$ cat src/hw/rtl/event_slot_scheduler_assert.svh
// assertion macros for the event slot scheduler, sampled on clock, off during reset
`ifndef EVENT_SLOT_SCHEDULER_ASSERT_SVH
`define EVENT_SLOT_SCHEDULER_ASSERT_SVH

// consequent checked in the same cycle
`define ESS_ASSERT_SAME(label, ante, cons, msg) \
   label: assert property (@(posedge clock) disable iff (reset) (ante) |-> (cons)) \
      else $error(msg);

// consequent checked in the cycle after
`define ESS_ASSERT_NEXT(label, ante, cons, msg) \
   label: assert property (@(posedge clock) disable iff (reset) (ante) |=> (cons)) \
      else $error(msg);

`endif

$ cat src/hw/rtl/ess_pkg.sv
`default_nettype none

package ess_pkg;

   typedef enum logic [1:0] {
      FUNC_ADD    = 2'd0,
      FUNC_REMOVE = 2'd1,
      FUNC_ELAPSE = 2'd2,
      FUNC_QUERY  = 2'd3
   } func_type;

   typedef enum logic [1:0] {
      KIND_FIRED = 2'd0,
      KIND_NEXT  = 2'd1,
      KIND_STATE = 2'd2,
      KIND_DONE  = 2'd3
   } kind_type;

   typedef enum logic [1:0] {
      ST_UNUSED = 2'd0,
      ST_NEW    = 2'd1,
      ST_USED   = 2'd2
   } slot_status_type;

   localparam logic [31:0] NO_CANDIDATE = 32'hFFFF_FFFF;

   typedef struct packed {
      func_type           func;
      logic [2:0]         slot_id;
      logic [31:0]        period;
      logic signed [15:0] repeat_count;
      logic [31:0]        elapsed_ticks;
   } req_type;

   typedef struct packed {
      kind_type        kind;
      logic [2:0]      event_id;
      logic [31:0]     next_delay;
      logic            timer_on;
      slot_status_type slot_state;
      logic            last;
   } rsp_type;

   typedef enum logic [2:0] {
      CS_IDLE,
      CS_DECODE,
      CS_WALK,
      CS_DRAIN,
      CS_REPORT
   } ctl_state_type;

   typedef enum logic [2:0] {
      ACT_NONE,
      ACT_ADD,
      ACT_ZERO_ADD,
      ACT_REMOVE,
      ACT_QUERY,
      ACT_REJECT,
      ACT_REPORT
   } act_type;

   typedef struct packed {
      logic    capture;
      logic    walk_init;
      logic    walk_step;
      act_type act;
   } dp_cmd_type;

   typedef struct packed {
      func_type func;
      logic     in_range;
      logic     period_zero;
      logic     walk_last;
   } dp_status_type;

endpackage

`default_nettype wire

$ cat src/hw/rtl/ess_ctrl.sv
`default_nettype none

module ess_ctrl (
   input  logic                  clock,
   input  logic                  reset,
   input  logic                  start,
   output logic                  busy,
   input  ess_pkg::dp_status_type status,
   output ess_pkg::dp_cmd_type   cmd
);
   import ess_pkg::*;

   ctl_state_type state_ff;
   ctl_state_type state_in;

   always_ff @(posedge clock) begin
      if (reset) begin
         state_ff <= CS_IDLE;
      end else begin
         state_ff <= state_in;
      end
   end

   always_comb begin
      state_in = state_ff;
      cmd      = '{capture: 1'b0, walk_init: 1'b0, walk_step: 1'b0, act: ACT_NONE};
      busy     = 1'b1;
      unique case (state_ff)
         CS_IDLE: begin
            busy = 1'b0;
            if (start) begin
               cmd.capture = 1'b1;
               state_in    = CS_DECODE;
            end
         end
         CS_DECODE: begin
            if (status.func == FUNC_ELAPSE) begin
               cmd.walk_init = 1'b1;
               state_in      = CS_WALK;
            end else if (!status.in_range) begin
               cmd.act  = ACT_REJECT;
               state_in = CS_IDLE;
            end else begin
               unique case (status.func)
                  FUNC_ADD: begin
                     if (status.period_zero) begin
                        cmd.act  = ACT_ZERO_ADD;
                        state_in = CS_IDLE;
                     end else begin
                        // slot write and walk start share this cycle
                        cmd.act       = ACT_ADD;
                        cmd.walk_init = 1'b1;
                        state_in      = CS_WALK;
                     end
                  end
                  FUNC_REMOVE: begin
                     cmd.act  = ACT_REMOVE;
                     state_in = CS_IDLE;
                  end
                  default: begin
                     cmd.act  = ACT_QUERY;
                     state_in = CS_IDLE;
                  end
               endcase
            end
         end
         CS_WALK: begin
            cmd.walk_step = 1'b1;
            if (status.walk_last) begin
               state_in = CS_DRAIN;
            end
         end
         CS_DRAIN: begin
            // minimum stage takes in the last slot
            state_in = CS_REPORT;
         end
         CS_REPORT: begin
            cmd.act  = ACT_REPORT;
            state_in = CS_IDLE;
         end
         default: begin
            state_in = CS_IDLE;
         end
      endcase
   end

endmodule

`default_nettype wire

$ cat src/hw/rtl/ess_datapath.sv
`default_nettype none

module ess_datapath #(
   parameter int SLOTS = 8
) (
   input  logic                  clock,
   input  logic                  reset,
   input  ess_pkg::req_type       req_item,
   input  ess_pkg::dp_cmd_type    cmd,
   output ess_pkg::dp_status_type status,
   output logic                  rsp_valid,
   output ess_pkg::rsp_type       rsp_item
);
   import ess_pkg::*;

   localparam int IDX_W = (SLOTS > 1) ? $clog2(SLOTS) : 1;

   slot_status_type    status_ff [SLOTS];
   logic [31:0]        time_ff   [SLOTS];
   logic [31:0]        period_ff [SLOTS];
   logic [15:0]        reps_ff   [SLOTS];

   req_type            req_ff;
   logic [IDX_W-1:0]   idx_ff;
   logic [IDX_W-1:0]   idx_in;

   logic               cand_valid_ff;
   logic               cand_valid_in;
   logic [31:0]        cand_time_ff;
   logic [IDX_W-1:0]   cand_idx_ff;
   logic               best_found_ff;
   logic               best_found_in;
   logic [31:0]        best_time_ff;
   logic [31:0]        best_time_in;
   logic [IDX_W-1:0]   best_idx_ff;
   logic [IDX_W-1:0]   best_idx_in;

   logic               rsp_valid_ff;
   logic               rsp_valid_in;
   rsp_type            rsp_ff;
   rsp_type            rsp_in;

   logic [IDX_W-1:0]   req_addr;
   logic [IDX_W-1:0]   addr;
   slot_status_type    cur_status;
   logic [31:0]        cur_time;
   logic [31:0]        cur_period;
   logic [15:0]        cur_reps;
   logic [31:0]        sat_time;
   slot_status_type    st1;
   logic [31:0]        t1;
   logic               fire;
   slot_status_type    st2;
   logic [31:0]        t2;
   logic [15:0]        reps2;

   logic               wr_en;
   slot_status_type    status_in;
   logic [31:0]        time_in;
   logic [31:0]        period_in;
   logic [15:0]        reps_in;

   assign req_addr = IDX_W'(req_ff.slot_id);
   assign addr     = cmd.walk_step ? idx_ff : req_addr;

   assign cur_status = status_ff[addr];
   assign cur_time   = time_ff[addr];
   assign cur_period = period_ff[addr];
   assign cur_reps   = reps_ff[addr];

   assign status.func        = req_ff.func;
   assign status.in_range    = 6'(req_ff.slot_id) < 6'(SLOTS);
   assign status.period_zero = (req_ff.period == '0);
   assign status.walk_last   = (idx_ff == IDX_W'(SLOTS - 1));

   // one slot per cycle: age, fire and reload
   always_comb begin
      sat_time = (req_ff.elapsed_ticks >= cur_time) ? '0 : cur_time - req_ff.elapsed_ticks;
      st1      = cur_status;
      t1       = cur_time;
      case (cur_status)
         ST_USED: t1  = sat_time;
         ST_NEW:  st1 = ST_USED;
         default: ;
      endcase
      fire  = (st1 == ST_USED) && (t1 == '0);
      st2   = st1;
      t2    = t1;
      reps2 = cur_reps;
      if (fire) begin
         if (cur_reps != '0) begin
            if (!cur_reps[15]) begin
               reps2 = cur_reps - 16'd1;
            end
            t2 = cur_period;
         end
         if (reps2 == '0) begin
            st2 = ST_UNUSED;
         end
      end
   end

   always_comb begin
      wr_en     = 1'b0;
      status_in = cur_status;
      time_in   = cur_time;
      period_in = cur_period;
      reps_in   = cur_reps;
      if (cmd.walk_step) begin
         wr_en     = 1'b1;
         status_in = st2;
         time_in   = t2;
         reps_in   = reps2;
      end else begin
         case (cmd.act)
            ACT_ADD: begin
               wr_en     = 1'b1;
               status_in = ST_NEW;
               time_in   = req_ff.period;
               period_in = req_ff.period;
               reps_in   = req_ff.repeat_count;
            end
            ACT_ZERO_ADD: begin
               wr_en     = 1'b1;
               status_in = ST_UNUSED;
            end
            ACT_REMOVE: begin
               wr_en     = 1'b1;
               status_in = ST_UNUSED;
               time_in   = '0;
            end
            default: ;
         endcase
      end
   end

   always_ff @(posedge clock) begin
      if (reset) begin
         for (int i = 0; i < SLOTS; i++) begin
            status_ff[i] <= ST_UNUSED;
         end
      end else if (wr_en) begin
         status_ff[addr] <= status_in;
      end
   end

   always_ff @(posedge clock) begin
      if (wr_en) begin
         time_ff[addr]   <= time_in;
         period_ff[addr] <= period_in;
         reps_ff[addr]   <= reps_in;
      end
      if (cmd.capture) begin
         req_ff <= req_item;
      end
      cand_time_ff <= t2;
      cand_idx_ff  <= idx_ff;
      rsp_ff       <= rsp_in;
   end

   // walk index and minimum search, one stage behind the slot update
   always_comb begin
      idx_in        = idx_ff;
      cand_valid_in = cmd.walk_step && (st2 == ST_USED);
      best_found_in = best_found_ff;
      best_time_in  = best_time_ff;
      best_idx_in   = best_idx_ff;
      if (cmd.walk_init) begin
         idx_in        = '0;
         best_found_in = 1'b0;
         best_time_in  = NO_CANDIDATE;
         best_idx_in   = '0;
      end else begin
         if (cmd.walk_step) begin
            idx_in = IDX_W'(idx_ff + 1'b1);
         end
         // strict compare keeps the lowest index on ties and skips all-ones
         if (cand_valid_ff && (cand_time_ff < best_time_ff)) begin
            best_found_in = 1'b1;
            best_time_in  = cand_time_ff;
            best_idx_in   = cand_idx_ff;
         end
      end
   end

   always_ff @(posedge clock) begin
      if (reset) begin
         idx_ff        <= '0;
         cand_valid_ff <= 1'b0;
         best_found_ff <= 1'b0;
         rsp_valid_ff  <= 1'b0;
      end else begin
         idx_ff        <= idx_in;
         cand_valid_ff <= cand_valid_in;
         best_found_ff <= best_found_in;
         rsp_valid_ff  <= rsp_valid_in;
      end
   end

   always_ff @(posedge clock) begin
      best_time_ff <= best_time_in;
      best_idx_ff  <= best_idx_in;
   end

   always_comb begin
      rsp_valid_in = 1'b0;
      rsp_in       = '0;
      if (cmd.walk_step) begin
         if (fire) begin
            rsp_valid_in    = 1'b1;
            rsp_in.kind     = KIND_FIRED;
            rsp_in.event_id = 3'(idx_ff);
         end
      end else begin
         case (cmd.act)
            ACT_ZERO_ADD: begin
               rsp_valid_in    = 1'b1;
               rsp_in.kind     = KIND_FIRED;
               rsp_in.event_id = req_ff.slot_id;
               rsp_in.last     = 1'b1;
            end
            ACT_REMOVE, ACT_REJECT: begin
               rsp_valid_in = 1'b1;
               rsp_in.kind  = KIND_DONE;
               rsp_in.last  = 1'b1;
            end
            ACT_QUERY: begin
               rsp_valid_in      = 1'b1;
               rsp_in.kind       = KIND_STATE;
               rsp_in.slot_state = cur_status;
               rsp_in.last       = 1'b1;
            end
            ACT_REPORT: begin
               rsp_valid_in    = 1'b1;
               rsp_in.kind     = KIND_NEXT;
               rsp_in.last     = 1'b1;
               rsp_in.timer_on = best_found_ff;
               if (best_found_ff) begin
                  rsp_in.event_id   = 3'(best_idx_ff);
                  rsp_in.next_delay = best_time_ff;
               end
            end
            default: ;
         endcase
      end
   end

   assign rsp_valid = rsp_valid_ff;
   assign rsp_item  = rsp_ff;

endmodule

`default_nettype wire

$ cat src/hw/rtl/event_slot_scheduler.sv
`default_nettype none

`include "event_slot_scheduler_assert.svh"

// Event slot scheduler. An item is taken when start is high and busy is low;
// busy then stays high until the item's last result is out. Results come on
// rsp_item for one cycle each, marked by rsp_valid, with last set on the final
// one, and must be taken as they come since nothing holds them back. Remove,
// query, rejected requests and zero-period adds give one result, passing
// through the idle and decode states. Add and time elapsed walk the slot
// table one slot per cycle through a single update unit, then a drain state
// finishes the minimum search and a report state gives the result, with
// fired results coming out during the walk.
module event_slot_scheduler #(
   parameter int SLOTS = 8
) (
   input  logic             clock,
   input  logic             reset,
   input  logic             start,
   output logic             busy,
   input  ess_pkg::req_type req_item,
   output logic             rsp_valid,
   output ess_pkg::rsp_type rsp_item
);
   import ess_pkg::*;

   dp_cmd_type    cmd;
   dp_status_type status;

   ess_ctrl u_ctrl (
      .clock  (clock),
      .reset  (reset),
      .start  (start),
      .busy   (busy),
      .status (status),
      .cmd    (cmd)
   );

   ess_datapath #(
      .SLOTS (SLOTS)
   ) u_datapath (
      .clock     (clock),
      .reset     (reset),
      .req_item  (req_item),
      .cmd       (cmd),
      .status    (status),
      .rsp_valid (rsp_valid),
      .rsp_item  (rsp_item)
   );

   `ESS_ASSERT_NEXT(a_accept_busy, start && !busy, busy, "busy not raised after accept")
   `ESS_ASSERT_SAME(a_last_frees, rsp_valid && rsp_item.last, !busy,
      "block still busy on last result")
   `ESS_ASSERT_SAME(a_mid_fired, rsp_valid && !rsp_item.last,
      busy && (rsp_item.kind == KIND_FIRED), "non-final result is not a firing")
   `ESS_ASSERT_SAME(a_walk_cmd, cmd.walk_step, !cmd.capture && (cmd.act == ACT_NONE),
      "slot walk overlaps another command")

endmodule

`default_nettype wire
$ cat config.mk
export PLATFORM = sky130hd
export DESIGN_NAME = event_slot_scheduler
export DESIGN_NICKNAME = d
export VERILOG_FILES = /design/src/hw/rtl/ess_pkg.sv /design/src/hw/rtl/ess_ctrl.sv /design/src/hw/rtl/ess_datapath.sv /design/src/hw/rtl/event_slot_scheduler.sv
export VERILOG_INCLUDE_DIRS = /design/src /design/src/hw/rtl
export SDC_FILE = /design/constraint.sdc
export NUM_CORES = 1
export LEC_CHECK = 0
export BUFFER_PORTS_ARGS = -buffer_cell sky130_fd_sc_hd__clkbuf_2
export CORE_MARGIN = 2
export CORE_UTILIZATION = 55
export CTS_BUF_LIST = sky130_fd_sc_hd__clkbuf_8
export CTS_CLUSTER_DIAMETER = 80
export CTS_CLUSTER_SIZE = 8
export DETAILED_ROUTE_END_ITERATION = 7
export PLACE_DENSITY = 0.72
export SLEW_MARGIN = 20
export SYNTH_ARGS = -nofsm -noshare
export SYNTH_HDL_FRONTEND = slang
export SYNTH_HIERARCHICAL = 1
export SYNTH_SLANG_ARGS = --single-unit
$ cat constraint.sdc
create_clock -name clock -period 10.2 [get_ports clock]
set_input_delay 2.04 -clock clock [delete_from_list [all_inputs] [get_ports clock]]
set_output_delay 2.04 -clock clock [all_outputs]
set_load 0.02 [all_outputs]
# Word level (Yosys, flattened, before mapping)
# Memory sizes are Yosys's and may differ from the RTL's.
# Cells that the tools add are included.
[totals] wordCells=127 out_inout_bits=43 ramBits=656 mem_count=4 inputBits=88 reg_bits=205
[classes] bitwise_logic=3 n_eq_ne=19 order_cmp=2 mux=57 reduce_logical=19 n_addsub=3
[mem_list] memory="u_datapath.period_ff" words=8 word_bits=32 rd=1 rd_clocked_by_memory_dff=0 write_ports=1 line="ess_datapath.sv:20" rtl="logic [31:0] period_ff [SLOTS];"
[mem_list] memory="u_datapath.time_ff" words=8 word_bits=32 rd=1 rd_clocked_by_memory_dff=0 write_ports=1 line="ess_datapath.sv:19" rtl="logic [31:0] time_ff [SLOTS];"
[mem_list] memory="u_datapath.reps_ff" words=8 word_bits=16 rd=1 rd_clocked_by_memory_dff=0 write_ports=1 line="ess_datapath.sv:21" rtl="logic [15:0] reps_ff [SLOTS];"
[mem_list] memory="u_datapath.status_ff" words=8 word_bits=2 rd=1 rd_clocked_by_memory_dff=0 write_ports=8 line="ess_datapath.sv:18" rtl="slot_status_type status_ff [SLOTS];"
[ops] operator="32-bit 2-to-1 mux" count=7
[ops] operator="16-bit 2-to-1 mux" count=6
[ops] operator="32-bit zero test" count=2
[ops] operator="32-bit one-hot mux with 2 select lines" count=1
[ops] operator="35-bit 2-to-1 mux" count=1
[ops] operator="32-bit greater-or-equal comparator" count=1
[ops] operator="32-bit less-than comparator" count=1
[ops] operator="32-bit subtractor" count=1
[ops] operator="3-bit 2-to-1 mux" count=8
[ops] operator="1-bit 2-to-1 mux" count=20
[ops] operator="3-bit one-hot mux with 2 select lines" count=3
[ops] operator="16-bit zero test" count=1
[ops] operator="16-bit nonzero test" count=1
[ops] operator="16-bit by 1-bit subtractor with 16-bit output (second input constant)" count=1
[ops] operator="3-bit == test (second input constant)" count=5
[ops] operator="2-bit 2-to-1 mux" count=7
[ops] operator="3-bit by 2-bit == test with 1-bit output (second input constant)" count=4
[ops] operator="3-bit one-hot mux with 4 select lines" count=1
[ops] operator="2-bit OR reduction" count=6
[ops] operator="2-bit == test (second input constant)" count=4
[ops] operator="3-bit by 1-bit == test with 1-bit output (second input constant)" count=2
[ops] operator="2-bit one-hot mux with 3 select lines" count=1
[ops] operator="3-bit OR reduction" count=2
[ops] operator="5-bit 2-to-1 mux" count=1
[ops] operator="10 further kinds" count=16

# Depth between registers and ports, before layout
# An unclocked memory read counts as a cell.
[logic_depth] word_depth=15 mapped_depth=28 mapped_depth_nobuf=19

# Hierarchy
# The synthesis kept the hierarchy.
[modules_own_cells] module="ess_datapath" area_per_inst_um2=37445.9 cells_per_inst=2962 n_inst=1 seq_area_each_um2=24593.6
[modules_own_cells] module="ess_ctrl" area_per_inst_um2=237.7 cells_per_inst=27 n_inst=1 seq_area_each_um2=60.1

# Worst setup path before layout
# No wires, ideal clock.
[synth_timing] kind="flip-flop to flip-flop" from="register u_ctrl.state_ff[1]" to="memory u_datapath/status_ff[4][0] (netlist name) (enable)" arrival_ns=6.834 required_time_ns=9.890 path_stages_with_launch=15 synth_period_minus_slack_ns=7.144 path_buffers=9 setup_slack_ns=3.056 setup_time_ns=0.310 path_cell_list="dfxtp_1 > nor3b_1 > buf_6 > mux2i_1 > buf_2 > buf_2 > buf_2 > buf_4 > buf_4 > buf_2 > buf_1 > buf_1 > nand2_1 > nor2_1 > or2_2"
[synth_rtl] element="from (decl)" line="ess_ctrl.sv:13" rtl="ctl_state_type state_ff;"
[synth_rtl] element="from (signal assigned)" line="ess_ctrl.sv:20" rtl="state_ff <= state_in;"
[synth_rtl] element="to (decl)" line="ess_datapath.sv:18"

==> impl_metrics.env <==
export IMPL_start_util_pct=55.82
export IMPL_yosysWarnings=6
export IMPL_status="finished with violations"
export IMPL_crit_fanout=28
export IMPL_postCtsResizedCells=0
export IMPL_power_density_nw_per_um2=192.6
export IMPL_max_stage_delay_ns=0.90
export IMPL_synthDistinctLibCells=110
export IMPL_core_rowCount=95
export IMPL_yosys_register_bits=861
export IMPL_worstPathArrival_ns=9.51
export IMPL_synth_compound_area_share_pct=14.20
export IMPL_path_buf_inv=3
export IMPL_slew_headroom_pct=23.80
export IMPL_r2r_cells=21
export IMPL_fin_crit_sh_pct=88.19
export IMPL_post_route_min_period_ns=8.996
export IMPL_synthAdderAreaFrac_pct=2.344
export IMPL_synth_edff_count=741
export IMPL_path_delay_family="simple AND/OR/NAND/NOR gates"
export IMPL_hold_viol_final=0
export IMPL_vias=27500
export IMPL_io_buffers=130
export IMPL_grt_pass1_vias=26220
export IMPL_synth_top_area_share_pct=59.05
export IMPL_slew_violations=0
export IMPL_synth_area_sq_um=37680
export IMPL_clock_sinks=861
export IMPL_grtUsageMet1_pct=44.74
export IMPL_fin_skew_ns=0.04575
export IMPL_grt_ovfl_total=0
export IMPL_met3_usage_pct=7.292
export IMPL_fillCellCount=5227
export IMPL_tritoncts="done"
export IMPL_synth_cells=2989
export IMPL_grtUsageTotal_pct=33.51
export IMPL_path_clk_slew_ns=0.07
export IMPL_yosysSeqAreaShare_pct=65.42
export IMPL_path_cells="nor3b_2 -> buf_4 -> and3b_1 -> nor2_4 -> a21oi_1 -> nor4_4 -> ha_1 -> inv_1 -> fa_1 -> a211oi_1 -> nor2_1 -> xnor2_1 -> o2111ai_1 -> nor3_1 -> nand3_1 -> or4_1 -> o31ai_1 -> nand4_1 -> buf_4 -> o31ai_1 -> a221o_1"
export IMPL_irDropWorstVdd_mv=0.1369
export IMPL_crit_slowest_cell="o31ai_1"
export IMPL_violations="DRC"
export IMPL_antenna_found_initial=7
export IMPL_first_pass_iters=8
export IMPL_setup_ws_ns=1.204
export IMPL_cp_depth=21
export IMPL_post_synth_and_or_nand_nor_area_fraction_pct=11.50
export IMPL_required_ns=10.71
export IMPL_drive_gt1_share_pct=13.25
export IMPL_instances_no_fill=4078
export IMPL_muxShareOfSynthArea_pct=2.102
export IMPL_crit_path_start_kind="flip-flop"
export IMPL_rsz0062_at_grt="false"
export IMPL_synth_ff_type="edfxtp_1"
export IMPL_syn2layout_area_growth_pct=9.400
export IMPL_clock_fmax_ghz=0.1112
export IMPL_ant_nets=0
export IMPL_drt_total_wl_um=120200
export IMPL_drt_iter0_drc=4112
export IMPL_worst_setup_path_end_kind="flip-flop"
export IMPL_dp_hpwl_um=79210
export IMPL_drt_wirelength_per_cell_um=29.47
export IMPL_ys_top_cells_by_area="edfxtp_1 (59%), dfxtp_1 (6.4%), a21oi_1 (2.7%)"
export IMPL_clockBufferDepth=3
export IMPL_placed_cells=3882
export IMPL_busiest_layer="met2"
export IMPL_die_area_sq_um=70630
export IMPL_hold_path_cell_count=0
export IMPL_finalPower_w=0.007939
export IMPL_synth_top_family_by_area="compound AO/OA/AOI/OAI gates"
export IMPL_layout_common_cells="edfxtp_1 (741), nor2_1 (252), nand2_1 (235), a21oi_1 (203), inv_1 (188)"
export IMPL_hold_ws_ns=0.4458
export IMPL_criticalPathCategory="reg -> reg"
export IMPL_coreArea_sq_um=67510
export IMPL_async_flop_share_pct=0
export IMPL_synth_largest_area_cell="edfxtp_1"
export IMPL_io_pins=131
export IMPL_dp_slack_ns=1.481
export IMPL_numCtsBuffers=117
export IMPL_vias_per_cell=6.744
export IMPL_htree_levels=3
export IMPL_setup_viol=0
export IMPL_cap_violations=0
export IMPL_die_x_um=265.8
export IMPL_post_route_drc_count=2
export IMPL_syn_num_nets=3147
export IMPL_gp_congestion=0.9785
export IMPL_post_cts_setup_buffers=0
export IMPL_grt_pass1_wl_um=173800
export IMPL_hold_buffers=0
export IMPL_layout_commonest_cell="edfxtp_1"
export IMPL_grt_max_degree=78
export IMPL_clock_latency_ns=0.77
export IMPL_synth_xor_area_share_pct=0.6740
export IMPL_fin_nets=3286
export IMPL_grtUsageMet2_pct=51.23
export IMPL_hold_class="reg -> reg"
export IMPL_fin_setup_tns_ns=0
export IMPL_die_h_um=265.8
export IMPL_cts_root_buf="clkbuf_8"
export IMPL_avgSynthCellArea_sq_um=12.61
export IMPL_tightest_slew_ns=1.139
export IMPL_p_leak_nw=15.01
where the power goes:
group | total, W | internal, W | switching, W
combinational | 0.00142 | 0.000412 | 0.00101
sequential | 0.00419 | 0.00408 | 0.000108
clock | 0.00233 | 0.00107 | 0.00125
Yosys cell counts (41+ instances only):
cell type / number
nand2_1: 236
nor2_1: 265
clkbuf_1: 98
nor3_1: 45
o21ai_0: 73
ha_1: 69
a21oi_1: 205
dfxtp_1: 120
buf_2: 41
and2_1: 41
o22ai_1: 66
a22oi_1: 106
nand3_1: 42
inv_1: 121
mux2i_1: 72
edfxtp_1: 741
through the flow:
| stage | cell area [sq um] | utilization, % |
|---|---|---|
| after global placement | 39230 | 58.11 |
| after detailed placement | 39240 | 58.12 |
| after global routing | 41220 | 61.05 |
| after floorplan | 37680 | - |
| after CTS | 41210 | 61.04 |
| final | 41230 | 61.06 |
worst paths after layout:
check / endpoint / startpoint / slack [ns]
min reg2reg: u_datapath/cand_idx_ff[2] / u_datapath/idx_ff[2] / 0.45
max reg2reg: u_datapath/time_ff[3][16] / u_ctrl/state_ff[1] / 1.20
min: u_datapath/cand_idx_ff[2] / u_datapath/idx_ff[2] / 0.45
max: u_datapath/time_ff[3][16] / u_ctrl/state_ff[1] / 1.20
cells by family (layout without fill, tap and decap cells):
logic type | after synthesis | count (layout)
and+or+nand+nor | 867 | 867
xor gates and xnor gates | 29 | 29
muxes | 78 | 78
other | 1 | 5
AOI/OAI and AO/OA | 772 | 772
DFF | 861 | 861
buffers and inverters | 311 | 523
adders and majority gates | 70 | 70
per-layer routing:
layer  part of all wire, %  vias to the layer above  wire [um]
li1                      -                    11660          -
met1                    37                    13400      44500
met2                    45                     2041      53640
met3                    12                      398      14420
met4                   6.3                        2       7596
met5                 0.011                        -         13
sequential cells by signal, summed over array words and instances, names as in the netlist:
register	count
u_datapath/period_ff	256
u_datapath/cand_time_ff	32
u_datapath/cand_valid_ff	1
u_datapath/reps_ff	128
u_datapath/rsp_valid	1
u_datapath/req_addr	3
u_datapath/rsp_item	41
u_datapath/time_ff	256
u_datapath/best_time_ff	32
u_datapath/status_ff	16
u_ctrl/state_ff	3
u_datapath/best_idx_ff	3
u_datapath/cand_idx_ff	3
u_datapath/status	2
u_datapath/best_found_ff	1
u_datapath/req_ff	80
u_datapath/idx_ff	3
final cells by class:
type	count	area, sq um	area share (%)
sequential	861	24650	59.80
multi-input combinational	1817	11780	28.57
clock buffer	119	1638	3.973
timing repair buffer	208	1261	3.059
tap	873	1092	2.650
inverter	123	461.7	1.120
clock inverter	73	331.6	0.8043
antenna	4	10.01	0.02428
Power figures use the tool's default switching activity.
